`config.mk`:
```
export PLATFORM = sky130hd
export DESIGN_NAME = rtof_gcd
export DESIGN_NICKNAME = d
export VERILOG_FILES = /design/src/hdl/rtof_pkg.sv /design/src/hdl/rtof_gcd.sv
export SDC_FILE = /design/constraint.sdc
export NUM_CORES = 1
export LEC_CHECK = 0
export BUFFER_PORTS_ARGS = -buffer_cell sky130_fd_sc_hd__buf_4
export CAP_MARGIN = 40
export CORE_ASPECT_RATIO = 0.9
export CORE_MARGIN = 2
export CORE_UTILIZATION = 53
export DETAILED_ROUTE_END_ITERATION = 7
export PLACE_DENSITY = 0.85
export SETUP_SLACK_MARGIN = 0.3
export SYNTH_ARGS = -nofsm -noshare
export SYNTH_HDL_FRONTEND = slang
export SYNTH_SLANG_ARGS = --single-unit
```
`constraint.sdc`:
```
create_clock -name clk -period 2.5 [get_ports clk]
set_input_delay 0.25 -clock clk [delete_from_list [all_inputs] [get_ports clk]]
set_output_delay 0.25 -clock clk [all_outputs]
set_load 0.005 [all_outputs]
```
`src/hdl/rtof_pkg.sv`:
```
// ----------------------------------------------------------------------------
// rtof_pkg: shared types and constants of the root tuple obstruction filter
// Widths of roots, symmetric sums and the modular accumulator.
// ----------------------------------------------------------------------------
package rtof_pkg;

	localparam int ROOT_W       = 9;
	localparam int N_ROOTS      = 5;
	localparam int DIAM_LIMIT   = 511;
	// s5 of five 9-bit roots stays below 2^46
	localparam int SUM_W        = 46;
	// s1 < 2^12, s2 < 2^22, s3 < 2^31
	localparam int S1_W         = 12;
	localparam int S2_W         = 22;
	localparam int S3_W         = 31;
	// obstruction value is formed modulo 2^64
	localparam int ACC_W        = 64;
	localparam int SHIFT_W      = 4;
	localparam int IDX_W        = 3;

	typedef logic [ROOT_W-1:0] root_t;
	typedef logic [SUM_W-1:0]  sum_t;
	typedef logic [ACC_W-1:0]  acc_t;

	typedef struct packed {
		logic busy;
		logic is_one;
	} gcd_stat_t;

	typedef struct packed {
		logic busy;
		logic zero;
	} poly_stat_t;

endpackage

```
`src/hdl/rtof_gcd.sv`:
```
// ----------------------------------------------------------------------------
// rtof_gcd: binary gcd fold over the five roots
// One halving or subtract-and-halve step per cycle; reports gcd == 1.
// ----------------------------------------------------------------------------
module rtof_gcd
	import rtof_pkg::*;
	(
	input  logic      clk,
	input  logic      arst_n,
	input  logic      start,
	input  root_t     roots [N_ROOTS],
	output gcd_stat_t stat
);
	logic                busy_q;
	logic                is_one_q;
	logic [IDX_W-1:0]    idx_q;
	root_t               x_q;
	root_t               y_q;
	logic [SHIFT_W-1:0]  k_q;
	root_t               roots_q [N_ROOTS];
	root_t               g_w;

	// one operand is zero here, so the OR is the other one
	assign g_w = ROOT_W'((x_q | y_q) << k_q);

	always_ff @(posedge clk or negedge arst_n) begin
		if (!arst_n) begin
			busy_q <= 1'b0;
		end else if (start) begin
			busy_q <= 1'b1;
		end else if (busy_q && (x_q == '0 || y_q == '0) && idx_q == IDX_W'(N_ROOTS - 1)) begin
			busy_q <= 1'b0;
		end
	end

	always_ff @(posedge clk) begin
		if (start) begin
			roots_q  <= roots;
			x_q      <= '0;
			y_q      <= roots[0];
			k_q      <= '0;
			idx_q    <= '0;
		end else if (busy_q) begin
			priority if (x_q == '0 || y_q == '0) begin
				if (idx_q == IDX_W'(N_ROOTS - 1)) begin
					is_one_q <= (g_w == ROOT_W'(1));
				end else begin
					idx_q <= idx_q + 1'b1;
					x_q   <= g_w;
					y_q   <= roots_q[idx_q + 1'b1];
					k_q   <= '0;
				end
			end else if (!x_q[0] && !y_q[0]) begin
				x_q <= x_q >> 1;
				y_q <= y_q >> 1;
				k_q <= k_q + 1'b1;
			end else if (!x_q[0]) begin
				x_q <= x_q >> 1;
			end else if (!y_q[0]) begin
				y_q <= y_q >> 1;
			end else if (x_q >= y_q) begin
				x_q <= (x_q - y_q) >> 1;
			end else begin
				y_q <= (y_q - x_q) >> 1;
			end
		end
	end

	assign stat.busy   = busy_q;
	assign stat.is_one = is_one_q;
endmodule

```
Yosys cells after proc, flatten, opt, wreduce, memory -nomap -nowiden --
Index checks and enable logic that the tools add are counted.
Storage, ports and cells: flip-flop bits (word level) 72, latch bits 0, bits in writable memories 0, memory bits (read-only) 0, input port bits 48, output and inout bits 2, logic and storage cells 72, memories 0
Operators by class: $add $sub $neg 4, multipliers 0, div/mod/pow operators 0, $lt $le $gt $ge 2, eq/ne operators 7, shifts and indexed selects 1, multiplexer cells 22, bitwise logic cells 4, reductions and logical operators 19
Operators by type and width (count):
- 2-to-1 mux 9 bit | 16
- binary-select mux 9 bit (select 3 bit) | 1
- zero test 9 bit | 2
- subtractor 9 bit | 2
- 2-to-1 mux 4 bit | 3
- AND reduction 4 bit | 3
- == test 9 x 1 -> 1 bit (second input constant) | 1
- >= comparator 9 bit | 1
- OR 9 bit | 1
- AND reduction 3 bit | 3
- left shift 9 x 4 -> 9 bit | 1
- inequality test 4 x 1 -> 1 bit (second input constant) | 2
- nonzero test 2 bit | 3
- inequality test 5 bit (second input constant) | 1
- adder 4 x 1 -> 4 bit (second input constant) | 1
- >= comparator 4 bit (second input constant) | 1
- inverter 3 -> 4 bit | 1
- nonzero test 4 bit | 1
- adder 3 x 1 -> 3 bit (second input constant) | 1
- == test 3 bit (second input constant) | 1
- logical AND 1 bit | 3
- inequality test 3 bit (second input constant) | 1
- zero test 1 bit | 2
- 2-to-1 mux 1 bit | 2
- 4 further kinds | 5

Longest topological paths before layout --
depth after elaboration 9, depth in mapped cells 10, gate-level depth less buffers 9

Worst setup path before layout --
OpenSTA, ideal clock, no wires.
path kind reg2reg, start point reg x_q[6], end point reg y_q[5] (data pin), setup time 259 ps, data arrival time 2484 ps, data required time 2241 ps, path slack -243 ps, cell stages (with the launch flop) 11, path buffers 2, period minus slack after synthesis 2743 ps, path through dfxtp_1 inv_1 ha_1 buf_6 or4_4 nand4b_1 a21o_1 and3_1 clkbuf_1 nor3b_1 o31a_1
Between the ends: cells in the longest elaborated chain, start to end 8, elaborated cells on any way between the ends 10, classes of those cells 1 x add/sub; 7 x mux; 2 x reduce/logical
Ends and longest elaborated chain:
- start, declared | line rtof_gcd.sv:17 | root_t x_q;
- start signal, assigned | line rtof_gcd.sv:49 | x_q <= g_w;
- start signal, assigned | line rtof_gcd.sv:54 | x_q <= x_q >> 1;
- start signal, assigned | line rtof_gcd.sv:58 | x_q <= x_q >> 1;
- subtractor 9 bit | line rtof_gcd.sv:64 | y_q <= (y_q - x_q) >> 1;
- 2-to-1 mux 9 bit | line rtof_gcd.sv:61 | end else if (x_q >= y_q) begin
- 2-to-1 mux 9 bit | line rtof_gcd.sv:59 | end else if (!y_q[0]) begin
- 2-to-1 mux 9 bit | line rtof_gcd.sv:57 | end else if (!x_q[0]) begin
- 2-to-1 mux 9 bit | line rtof_gcd.sv:53 | end else if (!x_q[0] && !y_q[0]) begin
- 2-to-1 mux 9 bit * | line rtof_gcd.sv:44 | priority if (x_q == '0 || y_q == '0) begin
- 2-to-1 mux 9 bit * | line rtof_gcd.sv:43 | end else if (busy_q) begin
- 2-to-1 mux 9 bit * | line rtof_gcd.sv:37 | if (start) begin
- end signal, assigned | line rtof_gcd.sv:40 | y_q <= roots[0];
- end signal, assigned | line rtof_gcd.sv:50 | y_q <= roots_q[idx_q + 1'b1];
- end signal, assigned | line rtof_gcd.sv:55 | y_q <= y_q >> 1;
- end, declared | line rtof_gcd.sv:18 | root_t y_q;
Mark *: on every way between the ends. The rest lies on a longest branch, timed or not. The select of a mux whose other input is x is not followed. A chain may end at the register's enable or synchronous reset.

Worst setup path after layout --
start point reg x_q[6], end point reg x_q[4]
Between the ends: cells in the longest elaborated chain, start to end 4, elaborated cells on any way between the ends 11, classes of those cells 1 x order compare; 3 x eq/ne; 1 x shift; 2 x mux; 1 x bitwise; 3 x reduce/logical
Ends and longest elaborated chain:
- parallel branches: the longest is 4 deep, another holds >= comparator 9 bit
Several ways; the timed one is not identified. The select of a mux whose other input is x is not followed.

==> impl_metrics.py <==
metrics = {
    "place": {
        "dp_slack_ps": -104,
        "io_buffers": 49,
        "globalplace.congestion": 0.979,
        "dpl.cell_count": 608,
        "dpl.hpwl_um": 9430,
    },
    "floorplan": {
        "start_util_pct": 55.2,
        "row_count": 31,
        "fp.dieH_um": 91.2,
        "die-area_um2": 9200,
        "die_x_um": 101,
        "core-area_um2": 8110,
        "pin_count": 50,
    },
    "layout": {
        "diodes": 0,
        "stdcell_count": 631,
        "final_layout_size_suffix_gt1_share_pct": 40.2,
        "syn2layout_area_growth_pct": 32.8,
        "fin_util_pct": 73.4,
        "num-nets-final": 606,
    },
    "timing": {
        "hold_slack_ps": 55.9,
        "setup_viol": 5,
        "worstMarginPinSlew_ps": 618,
        "maxSlewViolCount": 0,
        "slew_headroom_pct": 58.5,
        "finalCritPeriodShare_pct": 102,
        "min_period_ps": 2540,
        "max_freq_mhz": 394,
        "timing.final.ws_setup_ps": -39.4,
        "rsz0062_at_grt": "true",
        "tns_ps": -157,
        "fin_worst_skew_ps": 7.88,
        "hold_viol_final": 0,
    },
    "logic_synthesis": {
        "yosysWarnings": 0,
        "synth_area_um2": 4480,
        "syn_avg_cell_area_um2": 10.9,
        "synth_cell_types": 64,
        "syn_nets": 490,
        "seq_area_frac_synth_pct": 44.6,
        "synth_common_cells": "55 x edfxtp_1, 33 x inv_1, 33 x nor2_1, 29 x ha_1, 21 x nand2_1",
        "synth_seq_cells": 72,
        "yosysTopAreaCellShare_pct": 36.9,
        "synthArstFlopShare_pct": 1.39,
        "ys.flop_type": "edfxtp_1",
        "yosysMostFrequentCell": "edfxtp_1",
        "synth_edf_count": 55,
        "yosys.area.top_type": "edfxtp_1",
        "synth_area_leaders": "edfxtp_1 37%, ha_1 8.1%, dfxtp_1 7.2%",
        "synth_cells": 411,
    },
    "setup_path": {
        "crit_arrival_ps": 2810,
        "slowest_delay_ps": 410,
        "critPathMaxFanout": 8,
        "worstSetupStartpointType": "flop",
        "worst-path-buf-inv": 3,
        "timing.critical_path.mode_cell": "buf_4",
        "critPathTopFamily": "simple AND/OR/NAND/NOR gates",
        "end_kind": "flop",
        "criticalPathCategory": "flop to flop",
        "slowest_stage": "or3_4",
        "crit_chain": "inv_1 -> ha_4 -> buf_4 -> nor4_2 -> nand2_1 -> o21a_1 -> buf_4 -> and4_4 -> or3_4 -> o32ai_2",
        "cp.required_ps": 2770,
    },
    "clock_network": {
        "cts_buffer_depth": 2,
        "clk_latency_ps": 360,
        "cts.clk_slew.worst_paths_ps": 90,
        "cts.sinks": 72,
        "cts_inserted_buffers": 9,
        "cts_tree": "built",
        "cts_htree_levels": 3,
        "clockRootBuffer": "clkbuf_8",
    },
    "worst_hold_path": {
        "hold_class": "input port to flop",
    },
    "pwr": {
        "combPwrFrac_pct": 67.4,
        "switching_share_pct": 43.6,
        "pwr-share-clk_pct": 11.2,
        "p_sw_w": 0.00348,
        "power.density_nw_per_um2": 1340,
        "p_seq_share_pct": 21.4,
        "irDropWorstVdd_uv": 624,
        "leakagePower_nw": 2.34,
        "p_int_w": 0.00450,
    },
    "grt": {
        "grt_pass1_wl_um": 19700,
        "grt_max_degree": 47,
        "grt_usage_pct": 28.2,
        "gr-total-overflow": 0,
        "grt_antenna_before_repair": 0,
        "grt_pass1_vias": 3917,
    },
    "drt": {
        "drt_first_iter_violations": 270,
        "drt_wl_total_um": 12600,
        "drc": 0,
        "dr.pass1.iters": 5,
        "antenna_left": 0,
        "num_vias": 3931,
        "wl_per_cell_um": 20.0,
        "routed_via_density": 6.23,
    },
    "status": {
        "violations": "negative setup slack",
        "run_status": "finished, violations left",
    },
    "run": {
        "cap_violations": 0,
    },
}
-- power groups by stage --
stage                     clock [W]  combinational [W]  sequential, W
after floorplan                   0            0.00299        0.00171
after global placement            0            0.00454        0.00171
after detailed placement          0            0.00467        0.00172
after CTS                  0.000890            0.00504        0.00170
after global routing       0.000944            0.00572        0.00172
final                      0.000896            0.00538        0.00170
-- timing repair --
action	in CTS	in global routing
gates resized for setup	27	15
hold buffers	1	0
endpoints found under the hold margin	1	0
buffers inserted	4	2
pin swaps	19	10
endpoints found under the setup margin	32	33
-- area by class of cell --
| type | count | area, um2 |
|---|---|---|
| clock buffers | 9 | 124 |
| clock inverters | 7 | 65.1 |
| fillers | 527 | 2160 |
| inverters | 33 | 124 |
| multi-input cells | 282 | 2500 |
| flip-flops and latches | 72 | 2000 |
| well taps | 99 | 124 |
| repair buffers | 129 | 1010 |
-- layout by cell type (no fill, tap or decap), types with 5 or more instances in the layout --
| cell type | instances |
|---|---|
| buf_4 | 121 |
| edfxtp_1 | 55 |
| nor2_1 | 32 |
| inv_1 | 29 |
| ha_1 | 25 |
| nand2_1 | 21 |
| a21oi_1 | 14 |
| dfxtp_1 | 14 |
| mux4_2 | 13 |
| a221oi_1 | 12 |
| o21ai_0 | 11 |
| xnor2_1 | 10 |
| nor3_1 | 9 |
| clkbuf_8 | 9 |
| mux2i_1 | 7 |
| o211ai_1 | 6 |
| xor2_1 | 6 |
| o32ai_2 | 6 |
| buf_6 | 6 |
| a22oi_1 | 5 |
-- registers in the layout, summed over array words and instances (netlist names) --
name and flops:
is_one_q 1, roots_q 45, x_q 9, busy_q 1
k_q 4, idx_q 3, y_q 9
-- metrics by stage --
step	power, W	instance area, um2
after floorplan	0.00469	4600
after global placement	0.00625	5510
after detailed placement	0.00639	5510
after CTS	0.00763	5860
after global routing	0.00839	5950
final	0.00798	5950
-- layer usage --
layer / share of wire [%] / GRT usage, % / vias to the layer above
met5: 0 / 0 / -
met1: 41 / 36.6 / 1902
met4: 3.6 / 13.0 / 0
met3: 6.4 / 5.16 / 39
li1: - / - / 1798
met2: 49 / 45.8 / 192
-- worst reg2reg max path, stage by stage (launching register included) --
cell	delay, ps
dfxtp_2	400
inv_1	110
ha_4	250
buf_4	160
nor4_2	290
nand2_1	110
o21a_1	210
buf_4	140
and4_4	180
or3_4	410
o32ai_2	220
-- cell families (layout without fill, tap and decap cells) --
kind of cell,count (synthesis),in the layout,share of synthesized area (%)
and+or+nand+nor,114,114,13.4
AOI/OAI and AO/OA,97,97,15.6
DFF,72,72,44.6
buffers and inverters,57,178,5.31
adders and majority gates,31,31,9.00
muxes,23,23,8.83
xor gates and xnor gates,17,17,3.32
-- final timing paths --
path	start	endpoint	slack, ps	cells past startpoint
max reg2reg	x_q[6]$_SDFFE_PP0P_	x_q[4]$_SDFFE_PP0P_	-40	10
max	x_q[6]$_SDFFE_PP0P_	x_q[4]$_SDFFE_PP0P_	-40	10
min in group asynchronous	arst_n	busy_q$_DFFE_PN0P_	190	2
min reg2reg	x_q[8]$_SDFFE_PP0P_	x_q[8]$_SDFFE_PP0P_	520	2
max in group asynchronous	arst_n	busy_q$_DFFE_PN0P_	2230	2
min	roots[23]	roots_q[23]$_DFFE_PP_	60	1
No activity file was read; power rests on OpenSTA's default activity.
