===== src/hdl/rtof_pkg.sv =====
// ----------------------------------------------------------------------------
// rtof_pkg: shared types and constants of the root tuple obstruction filter
// Widths of roots, symmetric sums and the modular accumulator.
// ----------------------------------------------------------------------------
package rtof_pkg;

	localparam int ROOT_W       = 9;
	localparam int N_ROOTS      = 5;
	localparam int DIAM_LIMIT   = 511;
	// s5 of five 9-bit roots stays below 2^46
	localparam int SUM_W        = 46;
	// s1 < 2^12, s2 < 2^22, s3 < 2^31
	localparam int S1_W         = 12;
	localparam int S2_W         = 22;
	localparam int S3_W         = 31;
	// obstruction value is formed modulo 2^64
	localparam int ACC_W        = 64;
	localparam int SHIFT_W      = 4;
	localparam int IDX_W        = 3;

	typedef logic [ROOT_W-1:0] root_t;
	typedef logic [SUM_W-1:0]  sum_t;
	typedef logic [ACC_W-1:0]  acc_t;

	typedef struct packed {
		logic busy;
		logic is_one;
	} gcd_stat_t;

	typedef struct packed {
		logic busy;
		logic zero;
	} poly_stat_t;

endpackage


===== src/hdl/rtof_cell.sv =====
// ----------------------------------------------------------------------------
// rtof_cell: one elementary symmetric sum cell
// Holds s_k and folds in one root per step from its left neighbor's s_(k-1).
// ----------------------------------------------------------------------------
module rtof_cell
	import rtof_pkg::*;
	(
	input  logic  clk,
	input  logic  clr,
	input  logic  step,
	input  root_t root,
	input  sum_t  left,
	output sum_t  s
);
	sum_t s_q;

	always_ff @(posedge clk) begin
		if (clr) begin
			s_q <= '0;
		end else if (step) begin
			s_q <= s_q + SUM_W'(left * root);
		end
	end

	assign s = s_q;
endmodule


===== config.mk =====
export PLATFORM = sky130hd
export DESIGN_NAME = rtof_cell
export DESIGN_NICKNAME = d
export VERILOG_FILES = /design/src/hdl/rtof_pkg.sv /design/src/hdl/rtof_cell.sv
export SDC_FILE = /design/constraint.sdc
export NUM_CORES = 1
export LEC_CHECK = 0
export ABC_CLOCK_PERIOD_IN_PS = 11200
export BUFFER_PORTS_ARGS = -buffer_cell sky130_fd_sc_hd__buf_4
export CAP_MARGIN = 20
export CORE_MARGIN = 5
export CORE_UTILIZATION = 30
export DETAILED_ROUTE_END_ITERATION = 6
export PLACE_DENSITY_LB_ADDON = 0.08
export RECOVER_POWER = 100
export REMOVE_ABC_BUFFERS = 1
export SETUP_SLACK_MARGIN = 0.3
export SLEW_MARGIN = 20
export SYNTH_ARGS = -nofsm -noshare
export SYNTH_HDL_FRONTEND = slang
export SYNTH_SLANG_ARGS = --single-unit
export TNS_END_PERCENT = 10

===== constraint.sdc =====
create_clock -name clk -period 11.2 [get_ports clk]
set_input_delay 2.24 -clock clk [delete_from_list [all_inputs] [get_ports clk]]
set_output_delay 2.24 -clock clk [all_outputs]
set_load 0.05 [all_outputs]

**Yosys cells after proc, flatten, opt, wreduce, memory -nomap -nowiden**

Index checks and enable logic that the tools add are counted.

- Add/sub/neg operators: 1
- $mul: 1

Operators by type and width:

| operator | count |
|---|---|
| adder 46 bit | 1 |
| multiplier 46 x 9 -> 46 bit | 1 |

- Flip-flop bits (word level): 46
- Output and inout bits: 46

**Logic depth before layout (Yosys ltp)**

Gate-level depths: netlist of the first run.

- Depth after elaboration: 2
- Gate-level depth with buffers: 26
- Gate-level depth less buffers: 23

**Least setup slack after synthesis of the first run**

Ideal clock, no wire load.

- Path kind: input -> register
- From: in root[0]
- To: reg s_q[44] (netlist: s[44])
- Arrival time: 7802 ps
- Required time: 11061 ps
- Setup slack: 3259 ps
- Stages: 25
- Cell sequence: clkbuf_1 clkbuf_1 nand2_1 fa_1 inv_1 fa_1 inv_1 fa_1 inv_1 fa_1 inv_1 fa_1 inv_1 ha_1 a21o_1 a221o_1 a211oi_2 nand2_2 a41oi_2 nor4_2 o31a_1 a31o_1 a31oi_1 or4b_1 o311ai_1

- Longest elaborated chain between the ends: 2

RTL lines:

| element | line | RTL |
|---|---|---|
| start, declared | rtof_cell.sv:11 | `input root_t root,` |
| multiplier 46 x 9 -> 46 bit | rtof_cell.sv:21 | `s_q <= s_q + SUM_W'(left * root);` |
| adder 46 bit | rtof_cell.sv:21 |  |
| end signal, assigned | rtof_cell.sv:21 |  |
| end, declared | rtof_cell.sv:15 | `sum_t s_q;` |

No other way between the ends.
A chain may end at the register's enable or synchronous reset.

**Worst setup path in the final report of the first run**

- From: in root[0]
- To: reg s_q[43] (netlist: s[43])

The elaborated chain is that of the path after synthesis.

==> results.cfg, run 1 <==
[outcome]
status = finished, final reports clean

[placement]
gp_congestion = 0.820
place_ws_ns = 2.27
place.port_buffers = 103
dp_cells = 2217
dp_hpwl_um = 31300

[clock_network]
clock_sinks = 46
cts.repair.resized = 0
htree_levels = 2
cts_setup_buffers = 0
postCtsHoldBufs = 0
tritoncts = yes
root_buffer = clkbuf_16
cts_buffer_depth = 2
numCtsBuffers = 5
clk_latency_ns = 0.33
path_clk_slew_ns = 0.08

[timing]
worst_pin_slew_ns = 1.14
hold_viol = 0
layout_setup_ws_ns = 2.20
tns_ns = 0
fmax_mhz = 111
period_share = 0.803
skew_ns = 0.00781
finalSetupViolCount = 0
min_period_ns = 9.00
slew_violations = 0
rsz0062_at_grt = false
relSlewSlack = 0.236

[die]
die_x_um = 226
die_area_sq_um = 50900
ios = 104
initial_utilization = 0.302
num_rows = 79
fp.coreArea_sq_um = 46300
die_y_um = 226

[drt]
wl_um = 39900
drc = 0
viasPerCell = 4.61
drt_iter0_drc = 300
wl_per_cell_um = 17.9
num_vias = 10254
dr.pass1.iters = 4
ant_nets = 0

[global_route]
grt_pass1_wl_um = 65000
grt_max_degree = 61
groute.usage.overall = 0.162
grt_overflow = 0
grt_pass1_vias = 11654
antenna_found_initial = 0

[critical_path]
r2r_cells = 15
crit_family = adder cells
r2r_end = s[43]
max_stage_delay_ns = 0.96
end_kind = flop
crit_path_cell_trace = buf_4 -> nand2_1 -> fa_1 -> inv_1 -> fa_1 -> fa_1 -> fa_1 -> inv_1 -> fa_1 -> inv_1 -> ha_1 -> a21oi_1 -> o21ai_0 -> a21o_1 -> a211o_2 -> a211oi_1 -> o21ai_0 -> a211oi_1 -> nor3_1 -> a211oi_1 -> mux2i_1 -> nand2_1
crit_start = root[0]
crit_arrival_ns = 9.22
start_kind = input port
crit_cells = 22
crit_buf_inv = 4
cp_common_cell = fa_1
r2r-start = s[10]
crit_type = in2reg
slowest_stage = a211oi_1
cp-endpoint = s[43]
rrSetupSlack_ns = 6.44
required_ns = 11.42
crit_path_max_fanout = 46

[synth]
syn_area_per_cell_sq_um = 8.90
synth_async_sr_flop_share = 0
syn_area_sq_um = 14000
syn_inst = 1568
synth-edff-count = 0
synth_seq_area_share = 0.0660
post_synth_num_cell_types = 57
yosysWarnings = 0
synth_ff_type = dfxtp_1
synth_seq_cells = 46

[worst_hold_path]
hold_class = reg2reg

[layout]
areaGrowthSynthToFinish_pct = 8.74
finalNonFillerCells = 2226
largest_reg_flops = 46
fin_nets = 2054
drive_above_1_share = 0.0433
final_core_util = 0.328

[flow_run]
drv_cap = 0
## metrics by stage
step	hold WS [ns]	cell area (sq um)
after floorplan	0.707	13700
after global placement	0.490	15300
after detailed placement	0.506	15300
after CTS	0.518	15400
after global routing	0.557	15200
final	0.512	15200
## synthesized netlist by cell type, drive strengths merged, types with 2 or more instances
library cell | number | area [sq um]
dfxtp | 46 | 921
clkbuf | 55 | 206
a221o | 2 | 20.0
inv | 338 | 1270
o211ai | 3 | 22.5
and3 | 4 | 25.0
buf | 6 | 23.8
and2 | 218 | 1370
nand4b | 2 | 17.5
a21oi | 39 | 199
o21ai | 21 | 116
o21bai | 6 | 48.8
nand3 | 13 | 65.1
xnor2 | 32 | 280
nor4 | 2 | 18.8
fa | 318 | 6370
and4 | 2 | 17.5
nand4 | 7 | 43.8
o311ai | 4 | 35.0
nor2 | 56 | 210
or4b | 2 | 20.0
nand2b | 5 | 38.8
ha | 61 | 763
xor2 | 22 | 193
nor3 | 5 | 25.0
a21o | 27 | 204
nor2b | 6 | 37.5
a211o | 3 | 27.5
o21a | 2 | 15.0
nor3b | 3 | 22.5
a211oi | 6 | 60.1
a31oi | 7 | 43.8
a31o | 2 | 17.5
or3 | 2 | 12.5
nand2 | 192 | 723
a41oi | 2 | 25.0
mux2i | 39 | 390
o31ai | 2 | 15.0
## metal layers
metal	part of all wire	vias to the layer above	track usage
met5	0	-	0
met4	0.019	0	0.0357
met3	0.028	41	0.0174
met2	0.51	140	0.297
met1	0.44	5315	0.208
li1	-	4758	-
## how the worst min path moves through the flow
stage                     start  slack, ns    end  depth (start not counted)
after floorplan           s[40]       0.71  s[40]                          2
after global placement    s[40]       0.49  s[40]                          2
after detailed placement  s[40]       0.51  s[40]                          2
after CTS                 s[40]       0.52  s[40]                          2
after global routing      s[37]       0.56  s[37]                          2
final                     s[40]       0.51  s[40]                          2
## final cells by class
cell class                 instances  area [sq um]
inverter                         338          1270
multi-input combinational       1123         11500
timing repair buffer             103           601
sequential                        46           921
tap                              607           759
clock inverter                     2          13.8
clock buffer                       6           129
fill                            5013         31100
antenna                            1          2.50
## worst register-to-register path: stages (launching register included)
cell and delay (ns):
dfxtp_1 0.40, inv_1 0.11, fa_1 0.54, inv_1 0.04, ha_1 0.33, a21oi_1 0.16, o21ai_0 0.10, a21o_1 0.18
a211o_2 0.38, a211oi_1 0.33, o21ai_0 0.26, a211oi_1 0.96, nor3_1 0.12, a211oi_1 0.45, mux2i_1 0.24, nand2_1 0.06
## cells in the final DEF, fill, tap and decap left out, types with 7 or more instances in the layout
| master | count |
|---|---|
| inv_1 | 338 |
| fa_1 | 318 |
| and2_1 | 216 |
| nand2_1 | 191 |
| ha_1 | 61 |
| buf_4 | 57 |
| nor2_1 | 56 |
| clkbuf_1 | 47 |
| dfxtp_1 | 46 |
| a21oi_1 | 39 |
| mux2i_1 | 39 |
| xnor2_1 | 32 |
| a21o_1 | 26 |
| xor2_1 | 22 |
| o21ai_0 | 21 |
| nand3_1 | 13 |
| nand4_1 | 7 |
| a31oi_1 | 7 |
## kinds of logic after synthesis
| kind of cell | count (synthesis) | share of synthesized area |
|---|---|---|
| xor+xnor | 54 | 0.0339 |
| flops | 46 | 0.0660 |
| compound gates | 127 | 0.0615 |
| fa+ha+maj | 379 | 0.511 |
| simple gates | 524 | 0.192 |
| mux | 39 | 0.0280 |
| buf+inv | 399 | 0.107 |
Power of run 1 is left out: the tool's default activity adds up to more than one toggle a clock period on the data nets, which glitch-free logic cannot reach.
==> run 2: changes to the inputs <==
--- a/config.mk
+++ b/config.mk
@@ -5,7 +5,7 @@
 export SDC_FILE = /design/constraint.sdc
 export NUM_CORES = 1
 export LEC_CHECK = 0
-export ABC_CLOCK_PERIOD_IN_PS = 11200
+export ABC_CLOCK_PERIOD_IN_PS = 8600
 export BUFFER_PORTS_ARGS = -buffer_cell sky130_fd_sc_hd__buf_4
 export CAP_MARGIN = 20
 export CORE_MARGIN = 5
==> constraint.sdc (replaced) <==
create_clock -name clk -period 8.6 [get_ports clk]
set_input_delay 1.72 -clock clk [delete_from_list [all_inputs] [get_ports clk]]
set_output_delay 1.72 -clock clk [all_outputs]
set_load 0.05 [all_outputs]
==> run 2 against run 1 <==
Flip-flop and latch count unchanged. First-iteration DRC count decreased by 9.0%. Clock-buffer cell count down 1. Utilization is 0.15 points higher. Via count did not move. Wire length is 0.76% lower. Cell count up 0.31%. Critical endpoint is now s[44]. Highest routed layer unchanged.
==> results.cfg, run 2 (synthesis gave the netlist of run 1 again) <==
[critical_path]
crit_arrival_ns = 8.28
rrSetupSlack_ns = 4.29
start_kind = input port
crit_type = in2reg
required_ns = 8.83
r2r-start = s[8]
end_kind = flop
crit_path_max_fanout = 46
r2r_cells = 15
r2r_end = s[44]

[global_route]
grt_max_degree = 61
groute.usage.overall = 0.162
grt_pass1_wl_um = 65300
grt_pass1_vias = 11929
antenna_found_initial = 0
grt_overflow = 0

[drt]
viasPerCell = 4.59
drc = 0
wl_um = 39600
wl_per_cell_um = 17.7
ant_nets = 0
drt_iter0_drc = 273
dr.pass1.iters = 4
num_vias = 10254

[layout]
layout_common_cells = inv_1 (338), fa_1 (318), and2_1 (216)
areaGrowthSynthToFinish_pct = 9.24
layout_commonest_cell = inv_1
fin_nets = 2059
drive_above_1_share = 0.0487
final_core_util = 0.329
largest_reg_flops = 46

[timing]
rsz0062_at_grt = false
tns_ns = 0
relSlewSlack = 0.308
fmax_mhz = 124
worst_pin_slew_ns = 1.03
skew_ns = 0.0180
layout_setup_ws_ns = 0.554
finalSetupViolCount = 0
hold_viol = 0
slew_violations = 0
min_period_ns = 8.05
period_share = 0.936

[clock_network]
path_clk_slew_ns = 0.09
numCtsBuffers = 5
cts.repair.resized = 0
cts_buffer_depth = 2
htree_levels = 2
clk_latency_ns = 0.33
postCtsHoldBufs = 0
tritoncts = yes
root_buffer = clkbuf_16
clock_sinks = 46
cts_setup_buffers = 0

[placement]
gp_congestion = 0.783
place_ws_ns = 0.333
dp_hpwl_um = 31200
place.port_buffers = 103

[die]
die_y_um = 226
fp.coreArea_sq_um = 46300
die_area_sq_um = 50900
ios = 104
die_x_um = 226
initial_utilization = 0.302
num_rows = 79

[worst_hold_path]
min_from = s[3]
hold_class = reg2reg
min_to = s[3]
hold_depth = 2

[outcome]
status = finished, final reports clean

[flow_run]
drv_cap = 0
-- run 2: cell types whose count changed in the layout (fill, tap and decap cells not counted) --
| cell | before | now |
|---|---|---|
| a211oi_1 | 6 | 4 |
| a211oi_2 | 0 | 2 |
| a21oi_1 | 39 | 38 |
| a21oi_2 | 0 | 1 |
| buf_4 | 57 | 62 |
| clkbuf_1 | 47 | 46 |
| clkinvlp_4 | 0 | 1 |
| diode_2 | 1 | 3 |
| nand2_1 | 191 | 192 |
| nand2_2 | 1 | 0 |
| o21ai_0 | 21 | 20 |
| o21ai_4 | 0 | 1 |
-- run 2: how the worst max path moves through the flow --
stage / start / to / slack [ns] / cells past startpoint
floorplan: left[6] / s[44] / 1.76 / 20
global placement: root[0] / s[43] / 0.37 / 22
detailed placement: root[0] / s[43] / 0.33 / 22
CTS: root[0] / s[43] / 0.65 / 22
global route: root[0] / s[44] / 0.25 / 22
finish: root[0] / s[44] / 0.55 / 22
-- run 2: routing by layer --
layer	part of all wire	GRT usage
met1	0.44	0.207
met2	0.52	0.301
met3	0.025	0.0168
met4	0.012	0.0254
met5	0	0
-- run 2: cell type report --
cell class,count,area (sq um)
repair buffers,108,638
diodes,3,7.51
clock buffers,5,125
multi-input cells,1123,11500
inverters,338,1270
well taps,607,759
flip-flops and latches,46,921
clock inverters,3,21.3
fillers,4996,31000
-- run 2: stage by stage --
step	instances	hold WS, ns	cell area (sq um)
after global placement	2222	0.489	15300
after detailed placement	2222	0.509	15300
final	2233	0.513	15200
after floorplan	1507	0.707	13700
after global routing	2230	0.529	15200
after CTS	2230	0.522	15400
-- run 2: worst max-delay path, stage by stage --
cell	delay, ns
buf_4	0.51
nand2_1	0.17
fa_1	0.57
inv_1	0.06
fa_1	0.48
fa_1	0.50
fa_1	0.50
inv_1	0.05
fa_1	0.48
inv_1	0.04
ha_1	0.35
and4_1	0.26
nand3_1	0.09
a31o_1	0.25
nand2_1	0.11
a41oi_1	0.12
nor4_1	0.86
o31a_1	0.25
a31o_1	0.20
a31oi_1	0.11
or4b_1	0.47
o311ai_0	0.10
Power of run 2 is left out for the same reason.
